### config.mk
export PLATFORM = sky130hd
export DESIGN_NAME = differential_drive_odometry_top
export DESIGN_NICKNAME = d
export VERILOG_FILES = /design/src/hw/rtl/ddo_pkg.sv /design/src/hw/rtl/ddo_mul.sv /design/src/hw/rtl/differential_drive_odometry_top.sv
export VERILOG_INCLUDE_DIRS = /design/src /design/src/hw/rtl
export SDC_FILE = /design/constraint.sdc
export NUM_CORES = 2
export LEC_CHECK = 0
export BUFFER_PORTS_ARGS = -buffer_cell sky130_fd_sc_hd__buf_2
export CORE_UTILIZATION = 45
export CTS_BUF_LIST = sky130_fd_sc_hd__clkbuf_2 sky130_fd_sc_hd__clkbuf_4 sky130_fd_sc_hd__clkbuf_8
export CTS_CLUSTER_DIAMETER = 120
export DETAILED_ROUTE_END_ITERATION = 7
export GPL_ROUTABILITY_DRIVEN = 1
export PLACE_DENSITY = 0.6
export SKIP_LAST_GASP = 1
export SLEW_MARGIN = 20
export SYNTH_ARGS = -nofsm -noshare
export SYNTH_HDL_FRONTEND = slang
export SYNTH_SLANG_ARGS = --single-unit
### constraint.sdc
create_clock -name clk -period 10.57 [get_ports clk]
set_input_delay 1.5855 -clock clk [delete_from_list [all_inputs] [get_ports clk]]
set_output_delay 1.5855 -clock clk [all_outputs]
set_load 0.02 [all_outputs]
### src/hw/rtl/differential_drive_odometry_top_defines.svh
// ----------------------------------------------------------------------------
// Odometry assertion macros
// Shared concurrent assertion forms for the odometry RTL.
// ----------------------------------------------------------------------------
`ifndef DIFFERENTIAL_DRIVE_ODOMETRY_TOP_DEFINES_SVH
`define DIFFERENTIAL_DRIVE_ODOMETRY_TOP_DEFINES_SVH

// Same-cycle implication, disabled while reset is high.
`define DDO_ASSERT_IMP(label, clk, rst, ante, cons) \
  label: assert property (@(posedge clk) disable iff (rst) (ante) |-> (cons)) \
    else $error("odometry assertion failed (same-cycle implication)");

// Next-cycle implication, disabled while reset is high.
`define DDO_ASSERT_NXT(label, clk, rst, ante, cons) \
  label: assert property (@(posedge clk) disable iff (rst) (ante) |=> (cons)) \
    else $error("odometry assertion failed (next-cycle implication)");

`endif

### src/hw/rtl/ddo_pkg.sv
// ----------------------------------------------------------------------------
// Odometry package
// Widths, register codes, sequencer states and helper functions.
// ----------------------------------------------------------------------------
`timescale 1ns / 1ps

package ddo_pkg;

  localparam int TICK_W    = 16;
  localparam int SUM_W     = 17;
  localparam int CFG_W     = 32;
  localparam int CFG_IDX_W = 1;
  localparam int POS_W     = 48;
  localparam int HEAD_W    = 32;

  localparam int MUL_W  = 32;
  localparam int MUL_PW = 64;
  localparam int MD_W   = 49;
  localparam int HIP_W  = 48;
  localparam int MAG_W  = 50;
  localparam int TRIG_W = 31;
  localparam int ACC_W  = 51;

  localparam int CORDIC_ITERS = 30;
  localparam int ITER_W       = 5;
  localparam int CW           = 33;

  localparam logic signed [CW-1:0] CORDIC_GAIN = 33'sd652032874;
  localparam logic signed [31:0]   Q30_POS     = 32'sh4000_0000;
  localparam logic signed [31:0]   Q30_NEG     = -32'sh4000_0000;
  localparam logic [TRIG_W-1:0]    TRIG_ONE    = 31'h4000_0000;
  localparam logic [HEAD_W-1:0]    QUARTER_HALF = 32'h2000_0000;
  localparam logic [MUL_PW-1:0]    ROUND_HALF  = 64'h0000_0000_4000_0000;

  localparam logic [CFG_W-1:0] MPT_RESET = 32'd2525435;
  localparam logic [CFG_W-1:0] HPT_RESET = 32'd3721624;

  localparam logic signed [ACC_W-1:0] POS_MAX_EXT =
    {{(ACC_W-POS_W+1){1'b0}}, {(POS_W-1){1'b1}}};
  localparam logic signed [ACC_W-1:0] POS_MIN_EXT =
    {{(ACC_W-POS_W+1){1'b1}}, {(POS_W-1){1'b0}}};

  typedef enum logic [CFG_IDX_W-1:0] {
    CFG_METRES_PER_TICK  = 1'b0,
    CFG_HEADING_PER_TICK = 1'b1
  } cfg_reg_t;

  typedef enum logic [3:0] {
    ST_IDLE,
    ST_CORDIC,
    ST_ROT,
    ST_MD,
    ST_TURN,
    ST_XLO,
    ST_XHI,
    ST_YLO,
    ST_YHI,
    ST_YMAG,
    ST_YACC,
    ST_FINISH
  } state_t;

  // Rotation angle of each CORDIC iteration, 2^32 per turn, rounded.
  function automatic logic [31:0] atan_turn(input logic [ITER_W-1:0] idx);
    logic [31:0] a;
    case (idx)
      5'd0:    a = 32'h2000_0000;
      5'd1:    a = 32'h12E4_051E;
      5'd2:    a = 32'h09FB_385B;
      5'd3:    a = 32'h0511_11D4;
      5'd4:    a = 32'h028B_0D43;
      5'd5:    a = 32'h0145_D7E1;
      5'd6:    a = 32'h00A2_F61E;
      5'd7:    a = 32'h0051_7C55;
      5'd8:    a = 32'h0028_BE53;
      5'd9:    a = 32'h0014_5F2F;
      5'd10:   a = 32'h000A_2F98;
      5'd11:   a = 32'h0005_17CC;
      5'd12:   a = 32'h0002_8BE6;
      5'd13:   a = 32'h0001_45F3;
      5'd14:   a = 32'h0000_A2FA;
      5'd15:   a = 32'h0000_517D;
      5'd16:   a = 32'h0000_28BE;
      5'd17:   a = 32'h0000_145F;
      5'd18:   a = 32'h0000_0A30;
      5'd19:   a = 32'h0000_0518;
      5'd20:   a = 32'h0000_028C;
      5'd21:   a = 32'h0000_0146;
      5'd22:   a = 32'h0000_00A3;
      5'd23:   a = 32'h0000_0051;
      5'd24:   a = 32'h0000_0029;
      5'd25:   a = 32'h0000_0014;
      5'd26:   a = 32'h0000_000A;
      5'd27:   a = 32'h0000_0005;
      5'd28:   a = 32'h0000_0003;
      5'd29:   a = 32'h0000_0001;
      default: a = 32'h0000_0000;
    endcase
    return a;
  endfunction

  // Clamp a widened position sum to the signed position range.
  function automatic logic signed [POS_W-1:0] sat_pos(input logic signed [ACC_W-1:0] v);
    logic signed [POS_W-1:0] r;
    if (v > POS_MAX_EXT) begin
      r = POS_MAX_EXT[POS_W-1:0];
    end else if (v < POS_MIN_EXT) begin
      r = POS_MIN_EXT[POS_W-1:0];
    end else begin
      r = v[POS_W-1:0];
    end
    return r;
  endfunction

endpackage

### src/hw/rtl/ddo_mul.sv
// ----------------------------------------------------------------------------
// Odometry multiplier
// Unsigned 32 by 32 multiplier with a registered product.
// ----------------------------------------------------------------------------
`timescale 1ns / 1ps

module ddo_mul (
  input  logic                       clk,
  input  logic [ddo_pkg::MUL_W-1:0]  a,
  input  logic [ddo_pkg::MUL_W-1:0]  b,
  output logic [ddo_pkg::MUL_PW-1:0] p
);
  import ddo_pkg::*;

  // The product is registered and ready in the cycle after the operands are presented.
  always_ff @(posedge clk) begin
    p <= MUL_PW'(a) * MUL_PW'(b);
  end

endmodule

### src/hw/rtl/differential_drive_odometry_top.sv
// ----------------------------------------------------------------------------
// Differential-drive wheel odometry
// Each input transaction carries signed left and right tick counts; each one
// yields one output transaction with the new x, y (2^-32 m) and heading
// (2^32 per turn). Both channels use valid/stall. Two config registers
// (metres_per_tick, heading_per_tick) are written through cfg_write,
// cfg_index and cfg_data. The user must write them only while the block is
// idle; the block itself does not enforce this.
// An item runs through the 30-step CORDIC loop on the shared add/shift
// unit, then sequenced work on one 32x32 multiplier (six products, two
// rounding adds and two saturating adds), then the load of the output
// register. A new item is accepted only after the last one is loaded.
// A finished result waits in the output register while the next item is
// accepted; if the receiver still stalls when that item is done, the block
// holds it and keeps in_stall high until the output register frees up.
// Synchronous reset clears the pose to zero, loads the register defaults
// and empties the output register; in_stall is high during reset.
// ----------------------------------------------------------------------------
`timescale 1ns / 1ps
`include "differential_drive_odometry_top_defines.svh"

module differential_drive_odometry_top (
  input  logic                                clk,
  input  logic                                rst,
  // Configuration
  input  logic                                cfg_write,
  input  logic [ddo_pkg::CFG_IDX_W-1:0]       cfg_index,
  input  logic [ddo_pkg::CFG_W-1:0]           cfg_data,
  // Input channel
  input  logic                                in_valid,
  output logic                                in_stall,
  input  logic signed [ddo_pkg::TICK_W-1:0]   left_ticks,
  input  logic signed [ddo_pkg::TICK_W-1:0]   right_ticks,
  // Output channel
  output logic                                out_valid,
  input  logic                                out_stall,
  output logic signed [ddo_pkg::POS_W-1:0]    pos_x,
  output logic signed [ddo_pkg::POS_W-1:0]    pos_y,
  output logic [ddo_pkg::HEAD_W-1:0]          heading_angle
);
  import ddo_pkg::*;

  state_t state, state_next;

  // Configuration registers.
  logic [CFG_W-1:0] metres_per_tick;
  logic [CFG_W-1:0] heading_per_tick;

  // Pose accumulators.
  logic signed [POS_W-1:0] x_acc;
  logic signed [POS_W-1:0] y_acc;
  logic [HEAD_W-1:0]       heading_acc;

  // Per-transaction operands.
  logic [SUM_W-1:0]        sum_mag;
  logic                    sum_neg;
  logic signed [SUM_W-1:0] diff;

  // CORDIC registers.
  logic signed [CW-1:0] cx, cy, cz;
  logic [ITER_W-1:0]    iter;
  logic [1:0]           quad;

  // Trig results as magnitude and sign.
  logic [TRIG_W-1:0] cos_mag, sin_mag;
  logic              cos_neg, sin_neg;

  // Multiply and accumulate datapath.
  logic [MUL_W-1:0]  mul_a, mul_b;
  logic [MUL_PW-1:0] mul_p;
  logic [MD_W-1:0]   md;
  logic [MUL_PW-2:0] plo;
  logic [MAG_W-1:0]  mag;

  logic in_accept;
  logic out_load;

  // --------------------------------------------------------------------------
  // Input-side arithmetic: tick sum and difference are exact in 17 bits.
  // --------------------------------------------------------------------------
  logic signed [SUM_W-1:0] sum_in, diff_in;

  assign sum_in  = {left_ticks[TICK_W-1], left_ticks} + {right_ticks[TICK_W-1], right_ticks};
  assign diff_in = {right_ticks[TICK_W-1], right_ticks} - {left_ticks[TICK_W-1], left_ticks};

  assign in_stall  = rst || (state != ST_IDLE);
  assign in_accept = in_valid && !in_stall;

  // Quadrant reduction: nearest quarter turn, residual in [-1/8, 1/8) turn.
  logic [HEAD_W-1:0] head_shift, head_res;
  logic [1:0]        quad_in;

  assign head_shift = heading_acc + QUARTER_HALF;
  assign quad_in    = head_shift[HEAD_W-1:HEAD_W-2];
  assign head_res   = heading_acc - {quad_in, {(HEAD_W-2){1'b0}}};

  // --------------------------------------------------------------------------
  // CORDIC micro-rotation: arithmetic shifts give floor division by 2^i.
  // --------------------------------------------------------------------------
  logic signed [CW-1:0] xs, ys, atan_ext;
  logic signed [CW-1:0] cx_step, cy_step, cz_step;

  assign xs       = cx >>> iter;
  assign ys       = cy >>> iter;
  assign atan_ext = $signed({1'b0, atan_turn(iter)});

  always_comb begin
    if (!cz[CW-1]) begin
      cx_step = cx - ys;
      cy_step = cy + xs;
      cz_step = cz - atan_ext;
    end else begin
      cx_step = cx + ys;
      cy_step = cy - xs;
      cz_step = cz + atan_ext;
    end
  end

  // Clamp to the Q1.30 unit range and split into magnitude and sign.
  logic signed [31:0] cx_cl, cy_cl, cx_abs, cy_abs;

  always_comb begin
    if (cx > CW'(Q30_POS)) begin
      cx_cl = Q30_POS;
    end else if (cx < CW'(Q30_NEG)) begin
      cx_cl = Q30_NEG;
    end else begin
      cx_cl = cx[31:0];
    end
    if (cy > CW'(Q30_POS)) begin
      cy_cl = Q30_POS;
    end else if (cy < CW'(Q30_NEG)) begin
      cy_cl = Q30_NEG;
    end else begin
      cy_cl = cy[31:0];
    end
    cx_abs = cx_cl[31] ? -cx_cl : cx_cl;
    cy_abs = cy_cl[31] ? -cy_cl : cy_cl;
  end

  // --------------------------------------------------------------------------
  // Rounding add: (hi * t) * 2 + round(lo * t / 2^31). Together that is the
  // product md * t / 2^31 rounded to nearest, halves away from zero.
  // --------------------------------------------------------------------------
  logic [MUL_PW-1:0] plo_rnd;
  logic [MAG_W-1:0]  mag_next;

  assign plo_rnd  = {1'b0, plo} + ROUND_HALF;
  assign mag_next = MAG_W'({mul_p[HIP_W-1:0], 1'b0}) + MAG_W'(plo_rnd[MUL_PW-1:31]);

  // Saturating accumulate, shared between x and y.
  logic signed [POS_W-1:0] acc_in, acc_sat;
  logic                    acc_neg;
  logic signed [ACC_W-1:0] acc_step, acc_sum;

  always_comb begin
    if (state == ST_YACC) begin
      acc_in  = y_acc;
      acc_neg = sum_neg ^ sin_neg;
    end else begin
      acc_in  = x_acc;
      acc_neg = sum_neg ^ cos_neg;
    end
    acc_step = acc_neg ? -$signed({1'b0, mag}) : $signed({1'b0, mag});
    acc_sum  = $signed({{(ACC_W-POS_W){acc_in[POS_W-1]}}, acc_in}) + acc_step;
    acc_sat  = sat_pos(acc_sum);
  end

  // --------------------------------------------------------------------------
  // Shared multiplier.
  // --------------------------------------------------------------------------
  ddo_mul u_mul (
    .clk (clk),
    .a   (mul_a),
    .b   (mul_b),
    .p   (mul_p)
  );

  // --------------------------------------------------------------------------
  // Sequencer: next state and multiplier operands.
  // --------------------------------------------------------------------------
  always_comb begin
    state_next = state;
    mul_a      = '0;
    mul_b      = '0;
    out_load   = 1'b0;
    case (state)
      ST_IDLE: begin
        if (in_accept) begin
          state_next = ST_CORDIC;
        end
      end
      ST_CORDIC: begin
        if (iter == ITER_W'(CORDIC_ITERS - 1)) begin
          state_next = ST_ROT;
        end
      end
      ST_ROT: begin
        state_next = ST_MD;
      end
      ST_MD: begin
        mul_a      = MUL_W'(sum_mag);
        mul_b      = metres_per_tick;
        state_next = ST_TURN;
      end
      ST_TURN: begin
        mul_a      = {{(MUL_W-SUM_W){diff[SUM_W-1]}}, diff};
        mul_b      = heading_per_tick;
        state_next = ST_XLO;
      end
      ST_XLO: begin
        mul_a      = md[MUL_W-1:0];
        mul_b      = MUL_W'(cos_mag);
        state_next = ST_XHI;
      end
      ST_XHI: begin
        mul_a      = MUL_W'(md[MD_W-1:MUL_W]);
        mul_b      = MUL_W'(cos_mag);
        state_next = ST_YLO;
      end
      ST_YLO: begin
        mul_a      = md[MUL_W-1:0];
        mul_b      = MUL_W'(sin_mag);
        state_next = ST_YHI;
      end
      ST_YHI: begin
        mul_a      = MUL_W'(md[MD_W-1:MUL_W]);
        mul_b      = MUL_W'(sin_mag);
        state_next = ST_YMAG;
      end
      ST_YMAG: begin
        state_next = ST_YACC;
      end
      ST_YACC: begin
        state_next = ST_FINISH;
      end
      ST_FINISH: begin
        if (!out_valid || !out_stall) begin
          out_load   = 1'b1;
          state_next = ST_IDLE;
        end
      end
      default: begin
        state_next = ST_IDLE;
      end
    endcase
  end

  always_ff @(posedge clk) begin
    if (rst) begin
      state <= ST_IDLE;
    end else begin
      state <= state_next;
    end
  end

  // --------------------------------------------------------------------------
  // Configuration registers.
  // --------------------------------------------------------------------------
  always_ff @(posedge clk) begin
    if (rst) begin
      metres_per_tick  <= MPT_RESET;
      heading_per_tick <= HPT_RESET;
    end else if (cfg_write) begin
      case (cfg_reg_t'(cfg_index))
        CFG_METRES_PER_TICK:  metres_per_tick  <= cfg_data;
        CFG_HEADING_PER_TICK: heading_per_tick <= cfg_data;
        default: ;
      endcase
    end
  end

  // --------------------------------------------------------------------------
  // Pose state and output register.
  // --------------------------------------------------------------------------
  always_ff @(posedge clk) begin
    if (rst) begin
      x_acc       <= '0;
      y_acc       <= '0;
      heading_acc <= '0;
      out_valid   <= 1'b0;
    end else begin
      // The heading used for this step's motion is captured before it moves.
      if (state == ST_XLO) begin
        heading_acc <= heading_acc + mul_p[HEAD_W-1:0];
      end
      if (state == ST_YHI) begin
        x_acc <= acc_sat;
      end
      if (state == ST_YACC) begin
        y_acc <= acc_sat;
      end
      if (out_load) begin
        out_valid <= 1'b1;
      end else if (out_valid && !out_stall) begin
        out_valid <= 1'b0;
      end
    end
  end

  always_ff @(posedge clk) begin
    if (out_load) begin
      pos_x         <= x_acc;
      pos_y         <= y_acc;
      heading_angle <= heading_acc;
    end
  end

  // --------------------------------------------------------------------------
  // Datapath registers of the transaction in flight.
  // --------------------------------------------------------------------------
  always_ff @(posedge clk) begin
    if (rst) begin
      iter <= '0;
    end else if (state == ST_IDLE) begin
      iter <= '0;
    end else if (state == ST_CORDIC) begin
      iter <= iter + 1'b1;
    end
  end

  always_ff @(posedge clk) begin
    case (state)
      ST_IDLE: begin
        if (in_valid) begin
          sum_mag <= sum_in[SUM_W-1] ? SUM_W'(-sum_in) : SUM_W'(sum_in);
          sum_neg <= sum_in[SUM_W-1];
          diff    <= diff_in;
          quad    <= quad_in;
          cx      <= CORDIC_GAIN;
          cy      <= '0;
          cz      <= $signed({head_res[HEAD_W-1], head_res});
        end
      end
      ST_CORDIC: begin
        cx <= cx_step;
        cy <= cy_step;
        cz <= cz_step;
      end
      ST_ROT: begin
        // Quarter-turn rotation swaps and negates the CORDIC outputs.
        if (!quad[0]) begin
          cos_mag <= cx_abs[TRIG_W-1:0];
          sin_mag <= cy_abs[TRIG_W-1:0];
        end else begin
          cos_mag <= cy_abs[TRIG_W-1:0];
          sin_mag <= cx_abs[TRIG_W-1:0];
        end
        case (quad)
          2'd0: begin
            cos_neg <= cx_cl[31];
            sin_neg <= cy_cl[31];
          end
          2'd1: begin
            cos_neg <= !cy_cl[31];
            sin_neg <= cx_cl[31];
          end
          2'd2: begin
            cos_neg <= !cx_cl[31];
            sin_neg <= !cy_cl[31];
          end
          default: begin
            cos_neg <= cy_cl[31];
            sin_neg <= !cx_cl[31];
          end
        endcase
      end
      ST_TURN: begin
        md <= mul_p[MD_W-1:0];
      end
      ST_XHI, ST_YHI: begin
        plo <= mul_p[MUL_PW-2:0];
      end
      ST_YLO, ST_YMAG: begin
        mag <= mag_next;
      end
      default: ;
    endcase
  end

  // --------------------------------------------------------------------------
  // Assertions.
  // --------------------------------------------------------------------------
  `DDO_ASSERT_NXT(a_accept_starts_cordic, clk, rst, in_valid && !in_stall, state == ST_CORDIC && iter == '0)
  `DDO_ASSERT_IMP(a_iter_in_range, clk, rst, state == ST_CORDIC, iter < ITER_W'(CORDIC_ITERS))
  `DDO_ASSERT_IMP(a_trig_unit_range, clk, rst, state == ST_MD, cos_mag <= TRIG_ONE && sin_mag <= TRIG_ONE)
  `DDO_ASSERT_IMP(a_out_after_finish, clk, rst, $rose(out_valid), $past(state) == ST_FINISH)
  `DDO_ASSERT_IMP(a_heading_only_in_xlo, clk, rst, $past(state) != ST_XLO && !$past(rst), $stable(heading_acc))

endmodule
# Yosys cells after proc, flatten, opt, wreduce, memory -nomap -nowiden
# Memories as Yosys holds them, arrays and structs flattened. A register that Yosys moved wholly into a read port is not among the register bits.
# Cells that the tools add are included.
[op_classes] n_addsub=19 mul=1 magnitude_cmp=6 n_eq_ne=18 n_shift=2 mux=37 bitwise=3 reduce_logical=25
[ops] cell="$pmux 32 s4" count=2
[ops] cell="$mux 33" count=6
[ops] cell="$pmux 33 s2" count=3
[ops] cell="$mux 48" count=3
[ops] cell="$mux 32" count=4
[ops] cell="$mux 31" count=4
[ops] cell="$add 33x33->33" count=3
[ops] cell="$sub 33x33->33" count=3
[ops] cell="$gt 33x32->1 const B" count=2
[ops] cell="$lt 33x31->1 const B" count=2
[ops] cell="$sshr 33x5->33" count=2
[ops] cell="$add 63x31->64 const B" count=1
[ops] cell="$mul 32x32->63" count=1
[ops] cell="$neg 31->31" count=2
[ops] cell="$add 48x51->51" count=1
[ops] cell="$gt 51x48->1 const B" count=1
[ops] cell="$lt 51x48->1 const B" count=1
[ops] cell="$mux 51" count=1
[ops] cell="$neg 50->51" count=1
[ops] cell="$add 49x33->50" count=1
[ops] cell="$pmux 4 s12" count=1
[ops] cell="$add 32x30->32 const B" count=1
[ops] cell="$add 32x32->32" count=1
[ops] cell="$sub 32x32->32" count=1
[ops] cell="other kinds (29)" count=63
[totals] reg_bits=755 romBits=960 in_bits=70 output_inout_bits=130 word_cells=139 mem_count=1
[memory_table] name="(name not given)" words=32 width=30 read_ports=1 rd_clocked_by_memory_dff=1 write_ports=0 line_no="ddo_pkg.sv:66" source="case (idx)"

# Depth between registers and ports, before layout
[depth] word_depth=7 ltp_mapped=37 depth_no_buf=33

# Modules after synthesis
# Synthesis repeated with hierarchy kept, for this count alone.
[unflattened] hier_cells=9140 area_unflattened_um2=83377.5
[modules_own_cells] mod="differential_drive_odometry_top" instances=1 cells_each=5294 area_per_inst_um2=48441.5 seq_area_each_um2=18427.7
[modules_own_cells] mod="ddo_mul" instances=1 cells_each=3846 area_per_inst_um2=34936.0 seq_area_each_um2=1281.2

# Worst setup path after synthesis
# Ideal clock, no wire load.
[synth_timing] path_type="register to register" startpoint="reg state[2]" endpoint="reg u_mul.p[61] (netlist name)" setup_time_ps=124 arrival_ps=10284 required_time_ps=10446 setup_slack_ps=162 path_stages_with_launch=35 path_buffers=5 synth_period_minus_slack_ps=10408 path_cell_list="dfxtp_1 -> clkbuf_1 -> nand2b_1 -> nor3_1 -> clkbuf_1 -> clkbuf_1 -> nand2_1 -> and4_1 -> clkbuf_1 -> clkbuf_1 -> nor2_1 -> fa_1 -> fa_1 -> inv_1 -> fa_1 -> fa_1 -> fa_1 -> inv_1 -> fa_1 -> fa_1 -> inv_1 -> fa_1 -> inv_1 -> ha_1 -> a21o_1 -> a311oi_1 -> a21oi_1 -> a41o_1 -> nor2_1 -> o21ai_0 -> o21a_1 -> a211oi_1 -> o21ai_0 -> a211oi_1 -> nor3_1"
[synth_between] elab_chain_cells=4 elab_cells_between_ends=13 classes_between="mul (1); eq/ne (6); mux (2); reduce/logical (4)"
[synth_rtl] item="start: declaration" line_no="differential_drive_odometry_top.sv:43" source="state_t state, state_next;"
[synth_rtl] item="start signal: assignment" line_no="differential_drive_odometry_top.sv:253" source="state <= state_next;"
[synth_rtl] item="$eq 4x4->1 or $eq 4x3->1 (tied branches)" line_no="differential_drive_odometry_top.sv:187" source="case (state)"
[synth_rtl] item="$reduce_or 2->1 (no source line)"
[synth_rtl] item="$pmux 32 s4" line_no="differential_drive_odometry_top.sv:187"
[synth_rtl] item="$mul 32x32->63 (*)" line_no="ddo_mul.sv:17" source="p <= MUL_PW'(a) * MUL_PW'(b);"
[synth_rtl] item="end signal: assignment" line_no="ddo_mul.sv:17"
[synth_rtl] item="end: declaration" line_no="ddo_mul.sv:11" source="output logic [ddo_pkg::MUL_PW-1:0] p"
# Every way passes the cells marked *; elsewhere a longest branch is shown, timed or not.
# A chain may end at the register's enable or synchronous reset.

# Worst setup path after layout
[layout_timing] startpoint="reg state[3]" endpoint="reg u_mul.p[61] (netlist name)"
# Same word-level chain as after synthesis.

==> impl_metrics.yaml <==
outcome:
  status: "finished clean"
cts:
  cts_tree: "done"
  cts_max_level: 4
  clk_path_buf_depth: 3
  cts_buffers: 139
  ctsRootBufferMaster: "clkbuf_8"
  clkLatencyLatePin_ns: 0.95
  path_clk_slew_ns: 0.06
  clock_sinks: 754
setup_path:
  cp.arrival_ns: 11.04
  cpMostUsedCell: "fa_1"
  critPathRequiredTime_ns: 11.40
  cp-end-kind: "flop"
  crit_slowest_cell: "and2_1"
  crit_path_max_fanout: 25
  cp-start-kind: "flop"
  cpPeakStageDelay_ns: 0.64
  worstSetupPathType: "reg -> reg"
power_and_ir_drop:
  finalPower_mw: 13.1
  vdd_ir_drop_max_mv: 0.226
  powerDensity_nw_per_um2: 148
  p_leak_nw: 39.1
route:
  wl_um: 295000
  antenna_left: 0
  drc: 0
  wl_per_cell_um: 25.6
  drt_first_pass_iters: 6
  vias: 67000
  first_iter_violations: 6129
  vias_per_cell: 5.82
synthesis:
  synth-seq-cells: 754
  yosysWarnings: 0
  synth_area_leaders: "fa_1 22%, edfxtp_1 17%, ha_1 8.0%"
  synth_top_cell_by_area: "fa_1"
  synth.top_cell.area_share_pct: 22.4
  syn-num-nets: 10400
  synthFlopType: "edfxtp_1"
  synth-edff-count: 459
  yosysSeqAreaShare_pct: 24.4
  synthCells: 8888
  synth_area_sq_um: 80800
  syn_avg_cell_area_sq_um: 9.09
  ys_top_cells_by_count: "1203 x nand2_1, 1014 x nor2_1, 1001 x inv_1"
  ys_types: 94
  synthArstFlopShare_pct: 0
  synth.most_common_cell: "nand2_1"
floorplanning:
  rows: 155
  die_h_um: 426
  pin_count: 200
  start_util_pct: 45.3
  dieArea_sq_um: 181000
  die_x_um: 426
  core_sq_um: 178000
sta:
  finalMaxSlewViolations: 0
  min_period_over_period_pct: 96.6
  relSlewSlack_pct: 29.6
  final-setup-viol-count: 0
  worst_slew_pin_slew_ns: 1.05
  final_hold_viol_count: 0
  fin_setup_tns_ns: 0
  fin_worst_skew_ns: 0.0486
  max_freq_mhz: 98.0
  period_needed_ns: 10.21
grt:
  grt_pass1_wl_um: 434000
  grt_max_degree: 88
  grt_pass1_vias: 66800
  antenna_found_initial: 26
  grt_overflow: 0
  grt_usage_pct: 32.4
place:
  dpl.hpwl_um: 239000
  place.gp.congestion: 1.04
  io_buffers: 199
  postPlaceCellArea_sq_um: 85000
finish:
  utilization_pct: 49.6
  n_fill_cell: 17000
  nets: 10500
  area_growth_pct: 9.51
  final_area_sq_um: 88500
  drive_above_1_share_pct: 10.9
hold_path:
  hp-class: "reg -> reg"
run:
  drv_cap: 0
-- through the flow --
| stage | std cells | hold slack [ns] | worst slack, ns |
|---|---|---|---|
| after global routing | 11500 | 0.398 | -0.0214 |
| final | 11500 | 0.391 | 0.362 |
| after CTS | 11500 | 0.391 | 0.0440 |
| after floorplan | 8888 | 0.386 | 0.162 |
| after detailed placement | 11200 | 0.409 | -0.403 |
| after global placement | 11200 | 0.400 | -0.437 |
-- path summary, 6_finish.rpt --
path | start | end | slack (ns) | cells past startpoint
worst max-delay path | state[3] | u_mul.p[61] | 0.36 | 34
worst min-delay path | u_mul.p[49] | plo[49] | 0.39 | 0
worst max register to register | state[3] | u_mul.p[61] | 0.36 | 34
worst min register to register | u_mul.p[49] | plo[49] | 0.39 | 0
-- placed cells by master, fill, tap and decap left out, drive strengths merged, types with 42 or more instances in the layout --
cell,n
xor2,209
o21ai,252
o21bai,51
o31ai,45
a21o,190
nand2,1203
and2,71
mux2i,56
nand4,56
fa,903
nand3,118
inv,1014
nor2,1014
edfxtp,459
dfxtp,295
nand2b,59
and3,57
buf,482
a211oi,144
xnor2,297
mux4,83
a31oi,58
a21oi,502
ha,517
mux2,94
nor3,112
clkinv,42
clkbuf,195
-- final cells by class --
type                            count  area (sq um)  area share, %
Inverter                         1005          3770           4.26
Multi-Input combinational cell   6649         55500           62.8
Timing Repair Buffer              482          3280           3.70
Clock inverter                     63           756          0.854
Clock buffer                      195          2440           2.76
Antenna cell                       14          35.0         0.0396
Sequential cell                   754         19700           22.3
Tap cell                         2355          2950           3.33
-- registers in the layout, indices dropped and copies added (netlist names), 48 cells and up --
| register | cells |
|---|---|
| pos_y | 48 |
| pos_x | 48 |
| u_mul.p | 63 |
| x_acc | 48 |
| mag | 50 |
| md | 49 |
| y_acc | 48 |
-- logic make-up (layout without fill, tap and decap cells) --
group / Yosys count / after routing / share of synthesized area [%]
and+or+nand+nor: 2924 / 2924 / 15.7
buffers and inverters: 1485 / 1745 / 7.11
DFF: 754 / 754 / 24.4
muxes: 233 / 233 / 4.33
xor gates and xnor gates: 506 / 506 / 5.50
other: 0 / 14 / 0
adders and majority gates: 1420 / 1420 / 30.4
AOI/OAI and AO/OA: 1566 / 1566 / 12.6
-- critical path: cells and delay by family (launching register included) --
family | cells | cell delay, ns
adders and majority gates | 9 | 4.25
buffers and inverters | 8 | 1.03
DFF | 1 | 0.30
and+or+nand+nor | 7 | 1.69
AOI/OAI and AO/OA | 10 | 2.79
-- power by group --
group / switching [mW] / internal [mW]
combinational: 3.59 / 2.29
clock: 1.42 / 1.81
sequential: 0.476 / 3.48
-- metal layers --
layer	part of all wire, %	vias to the layer above	GRT usage, %
met2	47	2699	52.7
met1	40	33500	40.8
li1	-	30100	-
met4	6.7	2	18.7
met5	0.0044	-	0
met3	6.8	667	5.11
-- timing repair --
item | in CTS | in global routing
gates resized for setup | 1 | 16
pin swaps | 3 | 5
buffers inserted | 8 | 11
hold buffers | 0 | 0
endpoints found under the setup margin | 8 | 18
Note: power is estimated with default switching activity, not from simulation.
